<file path="src/assert_macros.svh">
// Assertion macros for the RTL files.
`ifndef ASSERT_MACROS_SVH
`define ASSERT_MACROS_SVH

// Property that holds in the same cycle once the antecedent is seen.
`define ASSERT_SAME(label, clk, rst_n, ante, cons) \
    label: assert property (@(posedge clk) disable iff (!rst_n) (ante) |-> (cons)) \
        else $error("assertion failed");

// Property that must hold in the cycle after the antecedent.
`define ASSERT_NEXT(label, clk, rst_n, ante, cons) \
    label: assert property (@(posedge clk) disable iff (!rst_n) (ante) |=> (cons)) \
        else $error("assertion failed");

`endif

</file>
<file path="src/jlvs_pkg.sv">
// Shared types and constants of the velocity shaper.
package jlvs_pkg;

    localparam int Q_W       = 24;
    localparam int DT_W      = 17;
    localparam int DIV_W     = 56;
    localparam int DIV_STEPS = 56;
    localparam int SQRT_STEPS = 32;
    localparam int CNT_W     = 6;

    localparam logic [31:0] US_PER_S = 32'd1000000;

    // floor(2^51 / 10^6): applied to the dividend shifted right by 9, then shifted by 42.
    localparam logic [31:0] RECIP_1M = 32'd2251799813;
    localparam int          RECIP_SH = 42;

    localparam logic [17:0] SPEED_RST = 18'd51200;
    localparam logic [19:0] ACCEL_RST = 20'd64000;
    localparam logic [23:0] JERK_RST  = 24'd460800;

    localparam logic [1:0] REG_SPEED = 2'd0;
    localparam logic [1:0] REG_ACCEL = 2'd1;
    localparam logic [1:0] REG_JERK  = 2'd2;

    typedef enum logic [1:0] {
        OP_MUL  = 2'd0,
        OP_DIV  = 2'd1,
        OP_SQRT = 2'd2,
        OP_DIVM = 2'd3
    } t_op;

    typedef struct packed {
        logic start;
        t_op  op;
    } t_alu_cmd;

endpackage

</file>
<file path="src/jlvs_alu.sv">
// Shared arithmetic unit: multiply, bit-serial divide, square root and divide by one million.
module jlvs_alu import jlvs_pkg::*; (
    input  logic        i_clk,
    input  logic        i_rst_n,
    input  t_alu_cmd    i_cmd,
    input  logic [63:0] i_a,
    input  logic [31:0] i_b,
    output logic [63:0] o_res,
    output logic        o_done
);

    logic             r_busy;
    logic             r_done;
    t_op              r_op;
    logic [CNT_W-1:0] r_cnt;
    logic [63:0]      r_x;
    logic [32:0]      r_rem;
    logic [31:0]      r_root;
    logic [31:0]      r_div;
    logic [63:0]      r_res;

    logic        divm_busy;
    logic [31:0] mul_a;
    logic [31:0] mul_b;
    logic [63:0] mul_p;
    logic [63:0] q_rem;
    logic        q_fix;
    logic [32:0] d_t;
    logic        d_ge;
    logic [32:0] d_rem;
    logic [34:0] s_t;
    logic [34:0] s_trial;
    logic        s_ge;
    logic [34:0] s_rem;

    // The divide by one million borrows the multiplier: first the reciprocal estimate,
    // then the estimate times one million, which is at most one below the quotient.
    assign divm_busy = r_busy && (r_op == OP_DIVM);
    assign mul_a = divm_busy ? (r_cnt[0] ? r_x[40:9] : r_root) : i_a[31:0];
    assign mul_b = divm_busy ? (r_cnt[0] ? RECIP_1M : US_PER_S) : i_b;
    assign mul_p = mul_a * mul_b;
    assign q_rem = r_x - mul_p;
    assign q_fix = q_rem >= 64'(US_PER_S);

    // Restoring divide: one quotient bit per cycle, shifted into the low end of r_x.
    assign d_t   = {r_rem[31:0], r_x[DIV_W-1]};
    assign d_ge  = d_t >= {1'b0, r_div};
    assign d_rem = d_ge ? d_t - {1'b0, r_div} : d_t;

    // Digit-by-digit square root, two radicand bits per cycle.
    assign s_t     = {r_rem, r_x[63:62]};
    assign s_trial = {1'b0, r_root, 2'b01};
    assign s_ge    = s_t >= s_trial;
    assign s_rem   = s_ge ? s_t - s_trial : s_t;

    always_ff @(posedge i_clk) begin
        if (!i_rst_n) begin
            r_busy <= 1'b0;
            r_done <= 1'b0;
            r_op   <= OP_MUL;
        end else begin
            r_done <= 1'b0;
            if (i_cmd.start) begin
                unique case (i_cmd.op)
                    OP_MUL: begin
                        r_res  <= mul_p;
                        r_done <= 1'b1;
                    end
                    OP_DIV: begin
                        r_x    <= i_a;
                        r_div  <= i_b;
                        r_rem  <= '0;
                        r_cnt  <= CNT_W'(DIV_STEPS - 1);
                        r_busy <= 1'b1;
                        r_op   <= OP_DIV;
                    end
                    OP_SQRT: begin
                        r_x    <= i_a;
                        r_rem  <= '0;
                        r_root <= '0;
                        r_cnt  <= CNT_W'(SQRT_STEPS - 1);
                        r_busy <= 1'b1;
                        r_op   <= OP_SQRT;
                    end
                    OP_DIVM: begin
                        r_x    <= i_a;
                        r_cnt  <= CNT_W'(1);
                        r_busy <= 1'b1;
                        r_op   <= OP_DIVM;
                    end
                    default: ;
                endcase
            end else if (r_busy) begin
                r_cnt <= r_cnt - 1'b1;
                unique case (r_op)
                    OP_DIV: begin
                        r_rem <= d_rem;
                        r_x   <= {r_x[62:0], d_ge};
                    end
                    OP_SQRT: begin
                        r_rem  <= s_rem[32:0];
                        r_root <= {r_root[30:0], s_ge};
                        r_x    <= {r_x[61:0], 2'b00};
                    end
                    OP_DIVM: begin
                        if (r_cnt[0]) begin
                            r_root <= 32'(mul_p[63:RECIP_SH]);
                        end
                    end
                    default: ;
                endcase
                if (r_cnt == '0) begin
                    r_busy <= 1'b0;
                    r_done <= 1'b1;
                    unique case (r_op)
                        OP_DIV:  r_res <= {8'd0, r_x[DIV_W-2:0], d_ge};
                        OP_SQRT: r_res <= {32'd0, r_root[30:0], s_ge};
                        OP_DIVM: r_res <= 64'(r_root) + 64'(q_fix);
                        default: r_res <= '0;
                    endcase
                end
            end
        end
    end

    assign o_res  = r_res;
    assign o_done = r_done;

endmodule

</file>
<file path="config.mk">
export PLATFORM = sky130hd
export DESIGN_NAME = jlvs_alu
export DESIGN_NICKNAME = d
export VERILOG_FILES = /design/src/assert_macros.svh /design/src/jlvs_pkg.sv /design/src/jlvs_alu.sv
export SDC_FILE = /design/constraint.sdc
export NUM_CORES = 2
export LEC_CHECK = 0
export BUFFER_PORTS_ARGS = -buffer_cell sky130_fd_sc_hd__buf_2
export CORE_MARGIN = 2
export CORE_UTILIZATION = 47
export DETAILED_ROUTE_END_ITERATION = 8
export HOLD_SLACK_MARGIN = 0.05
export PLACE_DENSITY = 0.63
export SLEW_MARGIN = 25
export SYNTH_ARGS = -nofsm -noshare
export SYNTH_HDL_FRONTEND = slang
export SYNTH_SLANG_ARGS = --single-unit
</file>
<file path="constraint.sdc">
create_clock -name i_clk -period 13.7 [get_ports i_clk]
set_clock_uncertainty 0.2 [all_clocks]
set_input_delay 0.685 -clock i_clk [delete_from_list [all_inputs] [get_ports i_clk]]
set_output_delay 0.685 -clock i_clk [all_outputs]
set_load 0.02 [all_outputs]
</file>
# --- After elaboration in Yosys (flattened, before gate mapping) ---
# Cells that the tools add are included.
# W data, S select, Z words.
word_totals:
  input_bits: 101
  ff_bits: 235
  output_inout_bits: 65
  wordCells: 83
op_classes:
  eq_ne: 12
  n_mul: 1
  muxes: 36
  order_cmp: 3
  n_addsub: 5
  n_reduce_logical: 17
op_table:
  columns: ["op", "count"]
  rows:
  - ["$mux W64", 7]
  - ["$mux W32", 8]
  - ["$pmux W56 S3", 1]
  - ["$mux W33", 5]
  - ["$pmux W64 S2", 1]
  - ["$pmux W33 S2", 1]
  - ["$ge A64 B20 Y1 const B", 1]
  - ["$mul A32 B32 Y64", 1]
  - ["$pmux W32 S2", 1]
  - ["$sub A64 B64 Y64", 1]
  - ["$ge A35 B34 Y1", 1]
  - ["$add A32 B1 Y33", 1]
  - ["$ge A33 B32 Y1", 1]
  - ["$sub A33 B32 Y33", 1]
  - ["$sub A33 B33 Y33", 1]
  - ["$pmux W6 S3", 1]
  - ["$mux W6", 2]
  - ["$reduce_and A4 Y1", 3]
  - ["$reduce_bool A3 Y1", 3]
  - ["$eq A2 B2 Y1 const B", 4]
  - ["$mux W1", 8]
  - ["$logic_not A6 Y1", 1]
  - ["$pmux W2 S3", 1]
  - ["$reduce_and A3 Y1", 2]
  - ["other kinds (13)", 17]

# --- Longest topological paths before layout ---
logic_depth:
  depth_word: 11
  ltp_mapped: 75
  ltp_nobuf: 68

# --- Worst setup path before layout ---
# OpenSTA, ideal clock, no wires.
synth_path:
  path_kind: "flip-flop to flip-flop"
  from: "register r_op[0]"
  to: "register r_res[30] (netlist: o_res[30]) (data pin)"
  arrival_time_ns: 14.381
  setup_time_ns: 0.270
  path_buffers: 7
  synth_period_minus_slack_ns: 14.851
  t_required_ns: 13.230
  slack_ns: -1.151
  stages_incl_launch_ff: 66
  path_cell_list: "dfxtp_1 -> clkbuf_1 -> and2_1 -> clkbuf_1 -> nand2_1 -> clkbuf_1 -> nor2_1 -> clkbuf_1 -> a21oi_1 -> clkbuf_1 -> nor2_1 -> fa_1 -> fa_1 -> fa_1 -> inv_1 -> fa_1 -> inv_1 -> fa_1 -> (+30 left out) -> a21boi_0 -> o22ai_1 -> and4bb_1 -> o2111ai_1 -> ha_1 -> nand3_1 -> nor3_1 -> nand3_1 -> nor2_1 -> nand3_1 -> nor3_1 -> nand2_1 -> nor2_1 -> nand3_1 -> nand2_1 -> o211ai_1 -> a221oi_1 -> a21oi_1"
synth_between:
  elab_chain_len: 11
  word_cells_on_any_way: 15
  cone_classes: "add/sub (2); mul (1); order compare (1); eq/ne (3); mux (7); reduce/logical (1)"
synth_lines:
  columns: ["item", "line_no", "rtl"]
  rows:
  - ["start, declared", "jlvs_alu.sv:14", "t_op r_op;"]
  - ["start signal, assigned", "jlvs_alu.sv:60", "r_op <= OP_MUL;"]
  - ["start signal, assigned", "jlvs_alu.sv:75", "r_op <= OP_DIV;"]
  - ["start signal, assigned", "jlvs_alu.sv:83", "r_op <= OP_SQRT;"]
  - ["$eq A2 B2 Y1", "jlvs_alu.sv:38, jlvs_alu.sv:115", null]
  - ["$logic_and A1 B1 Y1", "jlvs_alu.sv:38", "assign divm_busy = r_busy && (r_op == OP_DIVM);"]
  - ["$mux W32, on equally long branches", "jlvs_alu.sv:39, jlvs_alu.sv:40", null]
  - ["$mul A32 B32 Y64", "jlvs_alu.sv:41", "assign mul_p = mul_a * mul_b;"]
  - ["$sub A64 B64 Y64", "jlvs_alu.sv:42", "assign q_rem = r_x - mul_p;"]
  - ["$ge A64 B20 Y1", "jlvs_alu.sv:43", "assign q_fix = q_rem >= 64'(US_PER_S);"]
  - ["$add A32 B1 Y33", "jlvs_alu.sv:118", "OP_DIVM: r_res <= 64'(r_root) + 64'(q_fix);"]
  - ["$pmux W56 S3", "jlvs_alu.sv:115", "unique case (r_op)"]
  - ["$mux W64", "jlvs_alu.sv:112", "if (r_cnt == '0) begin"]
  - ["$mux W64", "jlvs_alu.sv:93", "end else if (r_busy) begin"]
  - ["$mux W64 (*)", "jlvs_alu.sv:63", "if (i_cmd.start) begin"]
  - ["end signal, assigned", "jlvs_alu.sv:66", "r_res <= mul_p;"]
  - ["end signal, assigned", "jlvs_alu.sv:116", "OP_DIV: r_res <= {8'd0, r_x[DIV_W-2:0], d_ge};"]
  - ["end signal, assigned", "jlvs_alu.sv:117", "OP_SQRT: r_res <= {32'd0, r_root[30:0], s_ge};"]
  - ["end, declared", "jlvs_alu.sv:20", "logic [63:0] r_res;"]
# Every way passes the cells marked *; elsewhere a longest branch is shown, timed or not. The select of a mux whose other input is x is not followed.
# A chain may end at the register's enable or synchronous reset.

# --- Final worst setup path ---
# Same ends and word-level chain as after synthesis.

==> impl_results.md <==
* Status: complete, but fails checks
* Violated checks: setup timing
* Post-Syn Instances at 6135
* CTS root buf: clkbuf_16
* Crit start category: flop
* Most frequent cells in the layout: buf_4 (1117), inv_1 (973), nand2_1 (861), fa_1 (841), nor2_1 (613)
* DR vias at 50800
* Synth Cell Area at 0.0523 mm2
* Rows at 122
* Register-to-Register Path Depth at 68
* Syn nets at 7526
* Ys async rst share at 0%
* Fillers at 9886
* HP Class: input pin to flop
* Vias in the first global route at 50600
* Final Hold Slack at 0.215 ns
* Wire length per cell at 26.6 um
* Final Hold Violating Endpoints at 0
* R2r startpoint: r_op[0]
* Share of cells above drive strength 1 at 27.1%
* Period utilisation layout at 103%
* Area growth, synth to finish at 30.5%
* Core box area at 0.111 mm2
* Die Wd at 338 um
* Setup crit start: r_op[0]
* Slew Viols, Final at 0
* RR Endpoint: o_res[30]
* I/O pin cnt at 166
* CP Data Arrival Time at 14.18 ns
* Routability cong. at 1.08
* Overflow after GRT at 0
* Final min period at 14.10 ns
* Pin count of the biggest net entering global routing at 148
* Fin nets at 8670
* Vias per cell at 5.78
* Bufs and invs on worst path at 13
* Initial Util at 47.4%
* Synth cell types at 97
* Setup crit end: o_res[30]
* Max cap viols at 0
* Worst endpoint required time at 13.78 ns
* Residual DRC at 0
* Buffers on Ports at 165
* Synthesis-stage register bit count at 235
* Ys flop type: edfxtp_1
* Die ar. at 0.114 mm2
* Max FO, Critical Path at 8
* Slowest CP cell: fa_1
* Later-pin clock latency in the skew report at 0.59 ns
* Most common cell after layout, fill and taps aside: buf_4
* Least-Margin Pin Slew at 1.01 ns
* Fmax at 70.9 MHz
* First-pass GRT wire length at 339000 um
* Max-slew headroom at 32.5%
* Setup CP Type: flop to flop
* Final setup fails at 29
* Tot GR Track Use at 41.2%
* CP Depth at 68
* RSZ-0062 raised after global routing: yes
* Seq/Total Area, Yosys at 13.4%
* Slack of the critical path at -0.403 ns
* Final wirelength at 234000 um
* Die Ht at 338 um
* CTS clk-pin slew, worst paths at 0.07 ns
* Number of synthesized flops with an enable pin at 231
* Final ANT Viol Nets at 0
* Initial drt markers at 5245
* Yosys warns at 0
* Syn Area/Cell at 8.53 um2
* R2r setup slk at -0.40 ns
* CTS tree: yes
* CTS Buf Count at 25
* DP HPWL at 200000 um
* Critical Path Sink Type: flop
* TritonRoute pass-1 iters at 7
* Max Root-Sink Buffers at 3
* H-Tree Level Count at 1
* CTS Sinks at 235
* Initial antenna violation count at 20
* Crit path max-delay family: adder cells
* Max incr delay on CP at 0.59 ns
* DP Worst Slack at -1.51 ns
==> registers in the layout (all words and copies together), names as in the netlist <==
signal	count
o_res	64
r_rem	33
r_x	64
r_op	2
r_root	32
r_busy	1
o_done	1
r_div	32
r_cnt	6
==> synthesized netlist by cell type (23+ instances only) <==
| library cell | instances | share of area, % |
|---|---|---|
| a31oi_1 | 23 | 0.27 |
| nor2b_1 | 41 | 0.49 |
| clkbuf_1 | 288 | 2.1 |
| fa_1 | 898 | 34 |
| ha_1 | 392 | 9.4 |
| nand3_1 | 98 | 0.94 |
| a211oi_1 | 60 | 0.86 |
| mux2i_1 | 97 | 1.9 |
| edfxtp_1 | 231 | 13 |
| nand4_1 | 58 | 0.69 |
| nor2_1 | 671 | 4.8 |
| o21a_1 | 48 | 0.69 |
| o21bai_1 | 28 | 0.40 |
| a21o_1 | 81 | 1.2 |
| o21ai_1 | 34 | 0.33 |
| xnor2_1 | 88 | 1.5 |
| inv_1 | 996 | 7.1 |
| buf_1 | 31 | 0.22 |
| nand2_1 | 892 | 6.4 |
| a21oi_1 | 285 | 2.7 |
| nor3_1 | 75 | 0.72 |
| o21ai_0 | 252 | 2.4 |
| nand2b_1 | 26 | 0.31 |
| a221oi_1 | 35 | 0.59 |
| xor2_1 | 56 | 0.94 |
==> per-stage QoR <==
stage | setup TNS (ns) | utilization, % | instance area (um2) | instances
5_1_grt | -22.65 | 61.8 | 68300 | 8789
4_1_cts | -0.521 | 60.5 | 66900 | 8730
6_report | -7.08 | 61.8 | 68300 | 8794
2_1_floorplan | 0 | - | 52500 | 6135
3_3_place_gp | -40.73 | 57.3 | 63300 | 8595
3_5_place_dp | -41.94 | 57.3 | 63400 | 8597
==> layout make-up <==
class                      instances  area (um2)  share of cell area (%)
tap                             1488        1860                    2.73
sequential                       235        7020                    10.3
clock buffer                      27         633                   0.927
inverter                         998        3750                    5.49
antenna                            9        22.5                  0.0330
multi-input combinational       4570       42800                    62.7
clock inverter                    18         280                   0.410
timing repair buffer            1449       11900                    17.5
==> tightest hold or removal path, cell delays in order <==
cell	delay (ns)
buf_2	0.08
nand2_1	0.04
o21ai_0	0.07
==> worst min path at each step <==
stage	start	endpoint	slack [ns]	cells after the start
floorplan	r_cnt[5]	r_busy	0.32	2
global placement	r_cnt[5]	r_busy	0.36	2
detailed placement	r_cnt[5]	r_busy	0.38	2
CTS	i_a[53]	r_x[53]	0.21	3
global route	i_a[53]	r_x[53]	0.20	3
finish	i_a[62]	r_x[62]	0.21	3
==> kinds of logic (layout without fill, tap and decap cells) <==
group	after synthesis	count (layout)	synth area share [%]
AOI/OAI and AO/OA	1046	1046	12.8
xor gates and xnor gates	146	146	2.48
adders and majority gates	1297	1297	43.9
buffers and inverters	1331	2492	9.60
DFF	235	235	13.4
muxes	98	98	1.88
other	0	9	0
and+or+nand+nor	1982	1983	16.0
==> what timing repair did <==
item                       in CTS  in global routing
hold buffers                    0                  0
setup endpoints to repair      33                 33
buffers inserted               94                 56
cloned                          4                  1
gates resized for setup       391                257
pin swaps                     195                171
==> routing by layer <==
metal	wire, um	track usage, %	up-vias
li1	-	-	22100
met1	93200	56.3	25400
met2	99700	61.0	2688
met3	25000	9.40	581
met4	16100	21.7	16
met5	99	0	-
Power is left out: the tool's default activity adds up to more than one toggle a clock period on the data nets, which glitch-free logic cannot reach.
